$ cat config.mk
export PLATFORM = sky130hd
export DESIGN_NAME = calendar_date_to_epoch_seconds
export DESIGN_NICKNAME = d
export VERILOG_FILES = /design/src/rtl/cdes_pkg.sv /design/src/rtl/calendar_date_to_epoch_seconds.sv
export SDC_FILE = /design/constraint.sdc
export NUM_CORES = 1
export LEC_CHECK = 0
export ABC_AREA = 1
export BUFFER_PORTS_ARGS = -buffer_cell sky130_fd_sc_hd__buf_2
export CAP_MARGIN = 30
export CORE_UTILIZATION = 50
export DETAILED_ROUTE_END_ITERATION = 8
export GPL_ROUTABILITY_DRIVEN = 0
export GPL_TIMING_DRIVEN = 0
export PLACE_DENSITY = 0.67
export SLEW_MARGIN = 5
export SYNTH_ARGS = -nofsm -noshare
export SYNTH_HDL_FRONTEND = slang
export SYNTH_SLANG_ARGS = --single-unit
$ cat constraint.sdc
create_clock -name clk -period 8.55 [get_ports clk]
set_input_delay 1.2825 -clock clk [delete_from_list [all_inputs] [get_ports clk]]
set_output_delay 1.2825 -clock clk [all_outputs]
set_load 0.05 [all_outputs]
$ cat src/rtl/cdes_pkg.sv
// Package for the calendar date to epoch seconds converter.
// Holds the stream layout, status codes, arithmetic constants and month tables.
// No dependencies.
`default_nettype none

package cdes_pkg;

    // request layout on s_tdata, lowest bit first
    localparam int unsigned YEAR_W   = 14;
    localparam int unsigned MONTH_W  = 4;
    localparam int unsigned DAY_W    = 5;
    localparam int unsigned HOUR_W   = 5;
    localparam int unsigned MINUTE_W = 6;
    localparam int unsigned SECOND_W = 6;
    localparam int unsigned OFFSET_W = 18;

    localparam int unsigned YEAR_LSB   = 0;
    localparam int unsigned MONTH_LSB  = YEAR_LSB + YEAR_W;
    localparam int unsigned DAY_LSB    = MONTH_LSB + MONTH_W;
    localparam int unsigned HOUR_LSB   = DAY_LSB + DAY_W;
    localparam int unsigned MINUTE_LSB = HOUR_LSB + HOUR_W;
    localparam int unsigned SECOND_LSB = MINUTE_LSB + MINUTE_W;
    localparam int unsigned OFFSET_LSB = SECOND_LSB + SECOND_W;
    localparam int unsigned IN_W       = 64;

    // result layout on m_tdata
    localparam int unsigned EPOCH_W  = 32;
    localparam int unsigned STATUS_W = 2;
    localparam int unsigned OUT_W    = 40;

    // internal widths
    localparam int unsigned QUOT_W  = 8;   // year / 100
    localparam int unsigned PROD_W  = 27;  // year * reciprocal
    localparam int unsigned LEAPS_W = 12;
    localparam int unsigned CUM_W   = 9;
    localparam int unsigned DAYS_W  = 23;
    localparam int unsigned TOD_W   = 19;  // signed time of day plus offset
    localparam int unsigned SECS_W  = 40;  // days * 86400
    localparam int unsigned TOTAL_W = 41;  // signed sum

    // constants
    localparam logic [YEAR_W-1:0]   EPOCH_YEAR      = 14'd1970;
    localparam logic [PROD_W-1:0]   DIV100_MULT     = 27'd5243;
    localparam int unsigned         DIV100_SHIFT    = 19;
    localparam logic [LEAPS_W-1:0]  LEAPS_TO_EPOCH  = 12'd477;
    localparam logic [DAYS_W-1:0]   DAYS_PER_YEAR   = 23'd365;
    localparam logic [SECS_W-1:0]   SECS_PER_DAY    = 40'd86400;
    localparam logic [TOD_W-1:0]    SECS_PER_HOUR   = 19'd3600;
    localparam logic [TOD_W-1:0]    SECS_PER_MINUTE = 19'd60;
    localparam logic [MONTH_W-1:0]  MONTH_FEB       = 4'd2;
    localparam logic [MONTH_W-1:0]  MONTH_DEC       = 4'd12;
    localparam logic [HOUR_W-1:0]   HOUR_END_OF_DAY = 5'd24;
    localparam logic [MINUTE_W-1:0] MINUTE_MAX      = 6'd59;
    localparam logic [SECOND_W-1:0] SECOND_MAX      = 6'd59;
    localparam logic [DAY_W-1:0]    FEB_LEAP_DAYS   = 5'd29;

    typedef enum logic [STATUS_W-1:0] {
        STATUS_OK         = 2'd0,
        STATUS_EARLY_YEAR = 2'd1,
        STATUS_BAD_FIELD  = 2'd2,
        STATUS_RANGE      = 2'd3
    } status_t;

    // length of a month in a common year
    function automatic logic [DAY_W-1:0] month_days(input logic [MONTH_W-1:0] month);
        logic [DAY_W-1:0] len;
        case (month)
            4'd2:                      len = 5'd28;
            4'd4, 4'd6, 4'd9, 4'd11:   len = 5'd30;
            default:                   len = 5'd31;
        endcase
        return len;
    endfunction

    // days in a common year before the first of the month
    function automatic logic [CUM_W-1:0] days_before_month(input logic [MONTH_W-1:0] month);
        logic [CUM_W-1:0] cum;
        case (month)
            4'd2:    cum = 9'd31;
            4'd3:    cum = 9'd59;
            4'd4:    cum = 9'd90;
            4'd5:    cum = 9'd120;
            4'd6:    cum = 9'd151;
            4'd7:    cum = 9'd181;
            4'd8:    cum = 9'd212;
            4'd9:    cum = 9'd243;
            4'd10:   cum = 9'd273;
            4'd11:   cum = 9'd304;
            4'd12:   cum = 9'd334;
            default: cum = 9'd0;
        endcase
        return cum;
    endfunction

endpackage

`default_nettype wire

$ cat src/rtl/calendar_date_to_epoch_seconds.sv
// Calendar date and time to epoch seconds: five-stage pipelined converter.
// Depends on cdes_pkg for stream layout, status codes and month tables.
//
// Usage:
//   Requests arrive on the s_ stream (tvalid/tready/tdata) carrying year,
//   month, day, hour, minute, second and a signed offset in seconds. Each
//   request gives exactly one result on the m_ stream: the seconds since
//   1970-01-01 00:00:00 plus the offset, and a status (0 ok, 1 year before
//   1970, 2 bad date or time field, 3 result out of range). Seconds read all
//   ones whenever status is not ok.
//   One request can be taken every cycle while results are taken on the m_
//   stream. The stages are: field capture with the divide-by-100 multiply,
//   leap and month tables, day sum, the days * 86400 multiply, and the final
//   add with range check into the output register.
//   Each stage holds its own valid bit and moves on when the next stage is
//   empty or moving, so a stalled receiver fills the pipeline before
//   s_tready drops, and no request is lost or repeated.
//   Reset empties every stage; nothing else needs clearing.
`default_nettype none

module calendar_date_to_epoch_seconds (
    input  wire logic                     clk,
    input  wire logic                     rst_n,
    input  wire logic                     s_tvalid,
    output      logic                     s_tready,
    // year[13:0], month[17:14], day[22:18], hour[27:23], minute[33:28],
    // second[39:34], offset_seconds[57:40], zero[63:58]
    input  wire logic [cdes_pkg::IN_W-1:0]  s_tdata,
    output      logic                     m_tvalid,
    input  wire logic                     m_tready,
    // epoch_seconds[31:0], status[33:32], zero[39:34]
    output      logic [cdes_pkg::OUT_W-1:0] m_tdata
);
    import cdes_pkg::*;

    // stage valid bits and advance enables
    logic s1_valid_reg, s2_valid_reg, s3_valid_reg, s4_valid_reg, out_valid_reg;
    logic s1_ready, s2_ready, s3_ready, s4_ready, out_ready;

    // stage 1 registers
    logic [YEAR_W-1:0]          s1_year_reg,   s1_year_next;
    logic [MONTH_W-1:0]         s1_month_reg,  s1_month_next;
    logic [DAY_W-1:0]           s1_day_reg,    s1_day_next;
    logic [HOUR_W-1:0]          s1_hour_reg,   s1_hour_next;
    logic [MINUTE_W-1:0]        s1_minute_reg, s1_minute_next;
    logic [SECOND_W-1:0]        s1_second_reg, s1_second_next;
    logic signed [OFFSET_W-1:0] s1_offset_reg, s1_offset_next;
    logic [QUOT_W-1:0]          s1_quot_reg,   s1_quot_next;
    status_t                    s1_status_reg, s1_status_next;

    // stage 2 registers
    logic [DAYS_W-1:0]          s2_ydays_reg,  s2_ydays_next;
    logic [LEAPS_W-1:0]         s2_leaps_reg,  s2_leaps_next;
    logic [CUM_W-1:0]           s2_cum_reg,    s2_cum_next;
    logic [DAY_W-1:0]           s2_day_reg,    s2_day_next;
    logic signed [TOD_W-1:0]    s2_tod_reg,    s2_tod_next;
    status_t                    s2_status_reg, s2_status_next;

    // stage 3 registers
    logic [DAYS_W-1:0]          s3_days_reg,   s3_days_next;
    logic signed [TOD_W-1:0]    s3_tod_reg;
    status_t                    s3_status_reg;

    // stage 4 registers
    logic [SECS_W-1:0]          s4_secs_reg,   s4_secs_next;
    logic signed [TOD_W-1:0]    s4_tod_reg;
    status_t                    s4_status_reg;

    // output registers
    logic [EPOCH_W-1:0]         out_epoch_reg,  out_epoch_next;
    status_t                    out_status_reg, out_status_next;

    // intermediate terms
    logic [PROD_W-1:0]          s1_prod;
    logic                       s1_bad;
    logic [YEAR_W-1:0]          s2_hundreds;
    logic                       s2_century;
    logic                       s2_leap;
    logic [QUOT_W-1:0]          s2_quot_m1;
    logic [YEAR_W-1:0]          s2_year_m1;
    logic [DAY_W-1:0]           s2_limit;
    logic signed [TOTAL_W-1:0]  s5_total;

    // back-pressure chain, each stage moves when the next one can take it
    assign out_ready = !out_valid_reg || m_tready;
    assign s4_ready  = !s4_valid_reg || out_ready;
    assign s3_ready  = !s3_valid_reg || s4_ready;
    assign s2_ready  = !s2_valid_reg || s3_ready;
    assign s1_ready  = !s1_valid_reg || s2_ready;
    assign s_tready  = s1_ready;

    // stage 1: unpack, year / 100 by reciprocal, early field checks
    always_comb
    begin
        s1_year_next   = s_tdata[YEAR_LSB   +: YEAR_W];
        s1_month_next  = s_tdata[MONTH_LSB  +: MONTH_W];
        s1_day_next    = s_tdata[DAY_LSB    +: DAY_W];
        s1_hour_next   = s_tdata[HOUR_LSB   +: HOUR_W];
        s1_minute_next = s_tdata[MINUTE_LSB +: MINUTE_W];
        s1_second_next = s_tdata[SECOND_LSB +: SECOND_W];
        s1_offset_next = s_tdata[OFFSET_LSB +: OFFSET_W];

        s1_prod      = PROD_W'(s1_year_next) * DIV100_MULT;
        s1_quot_next = s1_prod[DIV100_SHIFT +: QUOT_W];

        s1_bad = (s1_month_next == '0) || (s1_month_next > MONTH_DEC)
              || (s1_day_next == '0)
              || (s1_hour_next == HOUR_END_OF_DAY
                  && (s1_minute_next != '0 || s1_second_next != '0))
              || (s1_hour_next > HOUR_END_OF_DAY)
              || (s1_minute_next > MINUTE_MAX) || (s1_second_next > SECOND_MAX);

        if (s1_year_next < EPOCH_YEAR)
            s1_status_next = STATUS_EARLY_YEAR;
        else if (s1_bad)
            s1_status_next = STATUS_BAD_FIELD;
        else
            s1_status_next = STATUS_OK;
    end

    // stage 2: leap rule, leap days since epoch, month tables, time of day
    always_comb
    begin
        s2_hundreds = YEAR_W'(s1_quot_reg) * YEAR_W'(100);
        s2_century  = (s2_hundreds == s1_year_reg);
        s2_leap     = (s1_year_reg[1:0] == 2'b00)
                   && (!s2_century || s1_quot_reg[1:0] == 2'b00);

        // leap years in 1..year-1, less those before the epoch
        s2_year_m1    = s1_year_reg - YEAR_W'(1);
        s2_quot_m1    = s1_quot_reg - QUOT_W'(s2_century);
        s2_leaps_next = LEAPS_W'(s2_year_m1 >> 2) - LEAPS_W'(s2_quot_m1)
                      + LEAPS_W'(s2_quot_m1 >> 2) - LEAPS_TO_EPOCH;

        s2_ydays_next = DAYS_W'(s1_year_reg - EPOCH_YEAR) * DAYS_PER_YEAR;
        s2_cum_next   = days_before_month(s1_month_reg)
                      + CUM_W'(s2_leap && (s1_month_reg > MONTH_FEB));
        s2_day_next   = s1_day_reg;

        s2_tod_next = TOD_W'(s1_hour_reg) * SECS_PER_HOUR
                    + TOD_W'(s1_minute_reg) * SECS_PER_MINUTE
                    + TOD_W'(s1_second_reg)
                    + TOD_W'(s1_offset_reg);

        // day against the month length, february longer in leap years
        if (s1_month_reg == MONTH_FEB && s2_leap)
            s2_limit = FEB_LEAP_DAYS;
        else
            s2_limit = month_days(s1_month_reg);

        if (s1_status_reg == STATUS_OK && s1_day_reg > s2_limit)
            s2_status_next = STATUS_BAD_FIELD;
        else
            s2_status_next = s1_status_reg;
    end

    // stage 3: whole days since epoch
    always_comb
    begin
        s3_days_next = s2_ydays_reg + DAYS_W'(s2_leaps_reg) + DAYS_W'(s2_cum_reg)
                     + DAYS_W'(s2_day_reg) - DAYS_W'(1);
    end

    // stage 4: days to seconds
    always_comb
    begin
        s4_secs_next = SECS_W'(s3_days_reg) * SECS_PER_DAY;
    end

    // stage 5: add time of day and offset, range check
    always_comb
    begin
        s5_total = $signed({1'b0, s4_secs_reg}) + TOTAL_W'(s4_tod_reg);
        if (s4_status_reg != STATUS_OK)
        begin
            out_status_next = s4_status_reg;
            out_epoch_next  = '1;
        end
        else if (s5_total[TOTAL_W-1:EPOCH_W] != '0)
        begin
            out_status_next = STATUS_RANGE;
            out_epoch_next  = '1;
        end
        else
        begin
            out_status_next = STATUS_OK;
            out_epoch_next  = s5_total[EPOCH_W-1:0];
        end
    end

    // valid bits
    always_ff @(posedge clk or negedge rst_n)
    begin
        if (!rst_n)
        begin
            s1_valid_reg  <= 1'b0;
            s2_valid_reg  <= 1'b0;
            s3_valid_reg  <= 1'b0;
            s4_valid_reg  <= 1'b0;
            out_valid_reg <= 1'b0;
        end
        else
        begin
            if (s1_ready)
                s1_valid_reg <= s_tvalid;
            if (s2_ready)
                s2_valid_reg <= s1_valid_reg;
            if (s3_ready)
                s3_valid_reg <= s2_valid_reg;
            if (s4_ready)
                s4_valid_reg <= s3_valid_reg;
            if (out_ready)
                out_valid_reg <= s4_valid_reg;
        end
    end

    // payload registers
    always_ff @(posedge clk)
    begin
        if (s1_ready)
        begin
            s1_year_reg   <= s1_year_next;
            s1_month_reg  <= s1_month_next;
            s1_day_reg    <= s1_day_next;
            s1_hour_reg   <= s1_hour_next;
            s1_minute_reg <= s1_minute_next;
            s1_second_reg <= s1_second_next;
            s1_offset_reg <= s1_offset_next;
            s1_quot_reg   <= s1_quot_next;
            s1_status_reg <= s1_status_next;
        end
        if (s2_ready)
        begin
            s2_ydays_reg  <= s2_ydays_next;
            s2_leaps_reg  <= s2_leaps_next;
            s2_cum_reg    <= s2_cum_next;
            s2_day_reg    <= s2_day_next;
            s2_tod_reg    <= s2_tod_next;
            s2_status_reg <= s2_status_next;
        end
        if (s3_ready)
        begin
            s3_days_reg   <= s3_days_next;
            s3_tod_reg    <= s2_tod_reg;
            s3_status_reg <= s2_status_reg;
        end
        if (s4_ready)
        begin
            s4_secs_reg   <= s4_secs_next;
            s4_tod_reg    <= s3_tod_reg;
            s4_status_reg <= s3_status_reg;
        end
        if (out_ready)
        begin
            out_epoch_reg  <= out_epoch_next;
            out_status_reg <= out_status_next;
        end
    end

    // result stream
    assign m_tvalid = out_valid_reg;
    assign m_tdata  = {{(OUT_W - EPOCH_W - STATUS_W){1'b0}}, out_status_reg, out_epoch_reg};

endmodule

`default_nettype wire
==> metrics.txt, run 1 <==
status=completed; Seq/Total Area, Yosys=29.3%; synth unique cells=just over 50; mux share of post-synthesis cell area=0%; # resized after CTS=0; TritonCTS buffer count=34; crit path to=s2_leaps_reg[10]$_DFFE_PP_; Syn. warnings=0; die footprint=58,400 µm²; Slowest-stage cell, CP=edfxtp_1; fin crit period=around 7.0 ns; first-pass GRT wire length=between 90,000 and 100,000 µm; Post-synth EDFFs=270; RSZ-0062 raised after global routing=no; WL final=just under 60,000 µm; post-route antenna net violation count=0; r2r worst-path depth=31; root buf cell=clkbuf_16; Synth top area share=between 20% and 30%; Fin Hold WS=0.409 ns; largest family of logic cells by synthesized area=adder cells; fmax=about 140 MHz; drt wl/cell=about 15 µm; max reg flops=33; latest clock arrival within the worst-skew pair=0.55 ns; fin crit share=81.8%; Setup WS post-layout=~1.6 ns; worst hold stages=0; met3 wire len=around 1400 µm; Post-Route M1 WL=between 20,000 and 25,000 µm; WP data arrival=7.27 ns; worst setup path start=s1_quot_reg[2]$_DFFE_PN_; critical path class=register to register; ant diodes=0; Mapped Area=around 29,000 µm²; ys flop type=edfxtp_1; CTS tree=done; largest cells by area after synthesis=edfxtp_1, ha_1, fa_1; Clock Path Buffers=3; Hold Path Class=register to register; cells after synthesis=just over 3,000; most used cell, CP=ha_1; critical path startpoint category=register; Synth area leader=edfxtp_1; Synth Register Bits=284; Slew HR=38.6%; nets@finish=between 3,000 and 4,000; xor/xnor share of the synthesized area=roughly 5.7%; post-detail-place hpwl=slightly below 50,000 µm; # setup viols final=0; worst flop-to-flop path startpoint=s1_quot_reg[2]$_DFFE_PN_; clk slew on worst S/H paths=0.06 ns; Pins Over Slew Limit=0; reg-to-reg setup timing slack=1.56 ns; Post-Synth Simple-Gate Area=between 10% and 20%; GRT Util Overall=roughly 20%; proportion of layout cells with a drive suffix above 1=6.04%; Max Cap Violations=0; I/O Pins=between 100 and 150; DR top layer=met4; number of post-CTS setup repair buffers=0; GRT overflow=0; clk sinks=approximately 280; via count=around 20,000; Rows=a little under 90; 1st-iter DRT viols=970; async set-or-reset flop fraction in the synthesized netlist=about 1.8%; Layout area overhead=9.44%; setup_tns=0 ns; TritonRoute pass-1 iters=5; Synth Area in Adders=37.2%; max incr delay on CP=~0.52 ns; residual DRC count=0; Fillers=a little under 5,000; Worst Path Required=between 8 and 9 ns; DR WL met2=around 30,000 µm; Setup WS pre-CTS=1.74 ns; Final Hold Fails=0; Critical Path Sink Type=register; worst slew pin tran=0.918 ns; vias in the first global route=20,600; Die H=242 µm; Critical R2R Capture=s2_leaps_reg[10]$_DFFE_PP_; largest net degree at the start of global routing=between 70 and 80; vias per cell=around 5.1; # hold bufs at CTS=0; Synth Area in Compound Gates=6.21%; initial cell density of the core=about half; skew final=between 0.015 and 0.02 ns; Die Span X=around 240 µm; number of port buffers=97; core box area=56,600 µm²; syn_area_per_cell=9.49 µm²; CTS H-Tree Depth=2; CP max FO=5; initial antenna violation count=0
cells in the mapped netlist (3+ instances only):
| master | instances |
|---|---|
| edfxtp_1 | 270 |
| a31oi_1 | 23 |
| a21boi_0 | 6 |
| nand3_1 | 77 |
| a21o_1 | 14 |
| nor2_2 | 3 |
| a21oi_1 | 152 |
| nor3_1 | 34 |
| nor4_1 | 11 |
| nand4_1 | 58 |
| nor3b_1 | 3 |
| o21a_1 | 7 |
| o221ai_1 | 3 |
| o31ai_1 | 6 |
| nand2_1 | 446 |
| clkbuf_1 | 9 |
| dfrtp_1 | 5 |
| o21ai_1 | 6 |
| fa_1 | 218 |
| nand2_2 | 4 |
| nand3_2 | 3 |
| o21bai_1 | 13 |
| nand3b_1 | 4 |
| o211ai_1 | 6 |
| buf_4 | 6 |
| dfxtp_1 | 9 |
| or2_2 | 4 |
| o21ai_0 | 65 |
| buf_6 | 6 |
| ha_1 | 506 |
| nor2_1 | 138 |
| inv_1 | 702 |
| xnor2_1 | 76 |
| xor2_1 | 112 |
cell families (layout without fill, tap and decap cells):
| group | after synthesis | count (layout) |
|---|---|---|
| AO/OA/AOI/OAI | 314 | 314 |
| XOR/XNOR | 188 | 188 |
| adder cells (fa/ha/maj) | 724 | 724 |
| buffers and inverters | 726 | 889 |
| flip-flops | 284 | 284 |
| other | 1 | 6 |
| AND/OR/NAND/NOR | 792 | 792 |
critical path, delay by kind of cell, from the launching register on:
kind	cells	cell delay [ns]
fa+ha+maj	9	3.26
simple gates	9	1.00
compound gates	5	0.98
xor+xnor	4	0.63
flops	1	0.52
buf+inv	4	0.36
stage by stage:
step / instance area (µm²) / util, % / instances
6_report: 31400 / 55.6 / 3953
5_1_grt: 31400 / 55.6 / 3953
4_1_cts: 31400 / 55.6 / 3953
3_5_place_dp: 30300 / 53.5 / 3891
3_3_place_gp: 30200 / 53.3 / 3887
2_1_floorplan: 28800 / - / 3034
area by class of cell:
type / count / area [µm²] / share of cell area (%)
Inverter: 703 / 2640 / 8.40
Sequential cell: 284 / 8410 / 26.8
Timing Repair Buffer: 101 / 568 / 1.81
Multi-Input combinational cell: 2024 / 17600 / 55.8
Buffer: 23 / 156 / 0.497
Clock inverter: 19 / 255 / 0.812
Tap cell: 756 / 946 / 3.01
Clock buffer: 43 / 915 / 2.91
placed cells by master, fill, tap and decap left out, drive strengths merged, types with 13 or more instances in the layout:
| cell | instances |
|---|---|
| a31oi | 23 |
| o21bai | 13 |
| nor3 | 35 |
| ha | 506 |
| a21o | 14 |
| xor2 | 112 |
| a21oi | 152 |
| nand2 | 450 |
| clkbuf | 53 |
| buf | 114 |
| nand3 | 80 |
| nor2 | 143 |
| edfxtp | 270 |
| inv | 708 |
| o21ai | 73 |
| fa | 218 |
| xnor2 | 76 |
| nand4 | 58 |
layer usage:
layer / up-vias / GRT usage, %
li1: 10100 / -
met1: 9463 / 23.7
met2: 348 / 38.0
met3: 119 / 1.79
met4: 0 / 7.63
met5: - / 0
worst min-delay path by stage:
stage                                   startpoint                          to  slack, ns
floorplan           s2_status_reg[0]$_SDFFCE_PP0P_  s3_status_reg[0]$_DFFE_PP_       0.40
finish              s2_status_reg[1]$_SDFFCE_PP1P_  s3_status_reg[1]$_DFFE_PP_       0.41
CTS                 s2_status_reg[1]$_SDFFCE_PP1P_  s3_status_reg[1]$_DFFE_PP_       0.41
detailed placement         s3_tod_reg[7]$_DFFE_PP_     s4_tod_reg[7]$_DFFE_PP_       0.40
global route               s3_tod_reg[7]$_DFFE_PP_     s4_tod_reg[7]$_DFFE_PP_       0.41
global placement          s2_tod_reg[18]$_DFFE_PP_    s3_tod_reg[18]$_DFFE_PP_       0.40
Power of run 1 is left out: the tool's default activity adds up to more than one toggle a clock period on the data nets, which glitch-free logic cannot reach.
==> inputs of run 2 (changes only) <==
- PLACE_DENSITY: 0.67 -> 0.69
- clock period: 8.55 -> 6.1 ns (I/O delays scaled with it)
==> run 2 against run 1 <==
  * Register-to-register slack worse by 1.8 ns
  * Hold slack worse by 0.28 ns
  * Critical endpoint unchanged
  * Largest cell class unchanged
  * The run now ends with negative setup slack left
  * Worst setup slack got worse by 1.8 ns
==> metrics.txt, run 2 (same netlist as run 1, synthesis figures left out) <==
nets@finish=approximately 4,000; post-detail-place hpwl=approximately 47,000 µm; die footprint=between 50,000 and 60,000 µm²; Critical Path Sink Type=register; GRT Util Overall=about a fifth; via count=~20,000; Final Hold Fails=0; initial antenna violation count=2; proportion of layout cells with a drive suffix above 1=just under 9%; commonest non-fill, non-tap cell in the layout=inv_1; first-pass GRT wire length=approximately 95,000 µm; WL final=57,100 µm; vias in the first global route=around 20,000; critical path class=register to register; # setup viols final=3; fin crit period=between 6 and 7 ns; reg-to-reg setup timing slack=-0.24 ns; WP depth=32; worst slew pin tran=about 0.95 ns; max incr delay on CP=0.58 ns; Max Cap Violations=0; CTS tree=done; clk slew on worst S/H paths=~0.06 ns; worst setup path start=s1_quot_reg[1]$_DFFE_PN_; critical path startpoint category=register; Hold Path Class=input pin to async pin; Slowest-stage cell, CP=fa_2; register area=approximately 8400 µm²; vias per cell=4.95; CTS H-Tree Depth=1; CP bufs+invs=7; Die H=around 240 µm; RSZ-0062 raised after global routing=yes; worst flop-to-flop path startpoint=s1_quot_reg[1]$_DFFE_PN_; setup_tns=-0.513 ns; drt wl/cell=~14 µm; post-route antenna net violation count=0; largest net degree at the start of global routing=71; core box area=56,600 µm²; post-route cell area=32,000 µm²; latest clock arrival within the worst-skew pair=between 0.5 and 0.6 ns; Setup WS post-layout=-0.242 ns; Die Span X=242 µm; root buf cell=clkbuf_16; TritonCTS buffer count=31; # hold bufs at CTS=0; TritonRoute pass-1 iters=5; initial cell density of the core=about half; Worst Path Required=between 6 and 7 ns; crit path to=s2_leaps_reg[10]$_DFFE_PP_; Fillers=between 4,000 and 5,000; cell family with most CP delay=adder cells; clk sinks=about 280; number of port buffers=97; skew final=0.0168 ns; I/O Pins=110; violated checks=negative setup slack; Slew HR=36.7%; max reg flops=33; Layout area overhead=11.4%; status=finished, violations left; Clock Path Buffers=3; 1st-iter DRT viols=just over 900; placed cell area=a little over 30,000 µm²; area occupied by multi-input gates=about 18,000 µm²; CP max FO=3; fmax=between 150 and 200 MHz; commonest cells after routing, fill and taps aside=inv_1, ha_1, nand2_1; Pins Over Slew Limit=0; Rows=a little under 90; fin crit share=104%; residual DRC count=0; GRT overflow=0; Critical R2R Capture=s2_leaps_reg[10]$_DFFE_PP_; WP data arrival=around 6.7 ns; r2r worst-path depth=32
## run 2: layout make-up
type | instances | area share, %
Multi-Input combinational cell | 2024 | 56.4
Buffer | 23 | 0.489
Timing Repair Buffer | 131 | 2.58
Antenna cell | 2 | 0.0156
Inverter | 703 | 8.25
Sequential cell | 284 | 26.3
Clock buffer | 46 | 2.76
Tap cell | 756 | 2.96
Clock inverter | 8 | 0.274
## run 2: repair_timing
item,4_1_cts,5_1_grt
buffers inserted,15,15
pin swaps,13,45
gates resized for setup,36,55
setup endpoints to repair,11,9
## run 2: worst reg2reg max path: cells and delay by family (launching register included)
| kind | cells | cell delay, ns |
|---|---|---|
| compound gates | 3 | 0.27 |
| xor+xnor | 3 | 0.42 |
| fa+ha+maj | 9 | 2.93 |
| buf+inv | 7 | 0.66 |
| flops | 1 | 0.48 |
| simple gates | 10 | 1.31 |
## run 2: through the flow
| step | util (%) | worst slack (ns) | std cells | hold WS, ns |
|---|---|---|---|---|
| 4_1_cts | 55.7 | -0.0351 | 3960 | 0.109 |
| 3_5_place_dp | 53.5 | -0.695 | 3891 | 0.405 |
| 3_3_place_gp | 53.3 | -0.829 | 3887 | 0.400 |
| 5_1_grt | 56.5 | -0.520 | 3977 | 0.128 |
| 2_1_floorplan | - | 0.0773 | 3034 | 0.400 |
| 6_report | 56.5 | -0.242 | 3977 | 0.133 |
## run 2: layer usage
metal  GRT usage (%)  share of wire [%]  up-vias
li1                -                  -    10200
met3            1.85                2.5       99
met5               0                  0        -
met1            23.9                 43     9162
met4            5.31                2.7        0
met2            36.8                 52      249
## run 2: worst min-delay path by stage
stage / start / slack, ns / end / cells past startpoint
2_1_floorplan: s2_status_reg[0]$_SDFFCE_PP0P_ / 0.40 / s3_status_reg[0]$_DFFE_PP_ / 0
3_3_place_gp: s2_tod_reg[17]$_DFFE_PP_ / 0.40 / s3_tod_reg[17]$_DFFE_PP_ / 0
3_5_place_dp: s2_tod_reg[13]$_DFFE_PP_ / 0.40 / s3_tod_reg[13]$_DFFE_PP_ / 0
4_1_cts: rst_n / 0.11 / m_tvalid$_DFFE_PN0P_ / 1
5_1_grt: rst_n / 0.13 / s2_valid_reg$_DFFE_PN0P_ / 1
6_report: rst_n / 0.13 / m_tvalid$_DFFE_PN0P_ / 1
Power of run 2 is left out for the same reason.
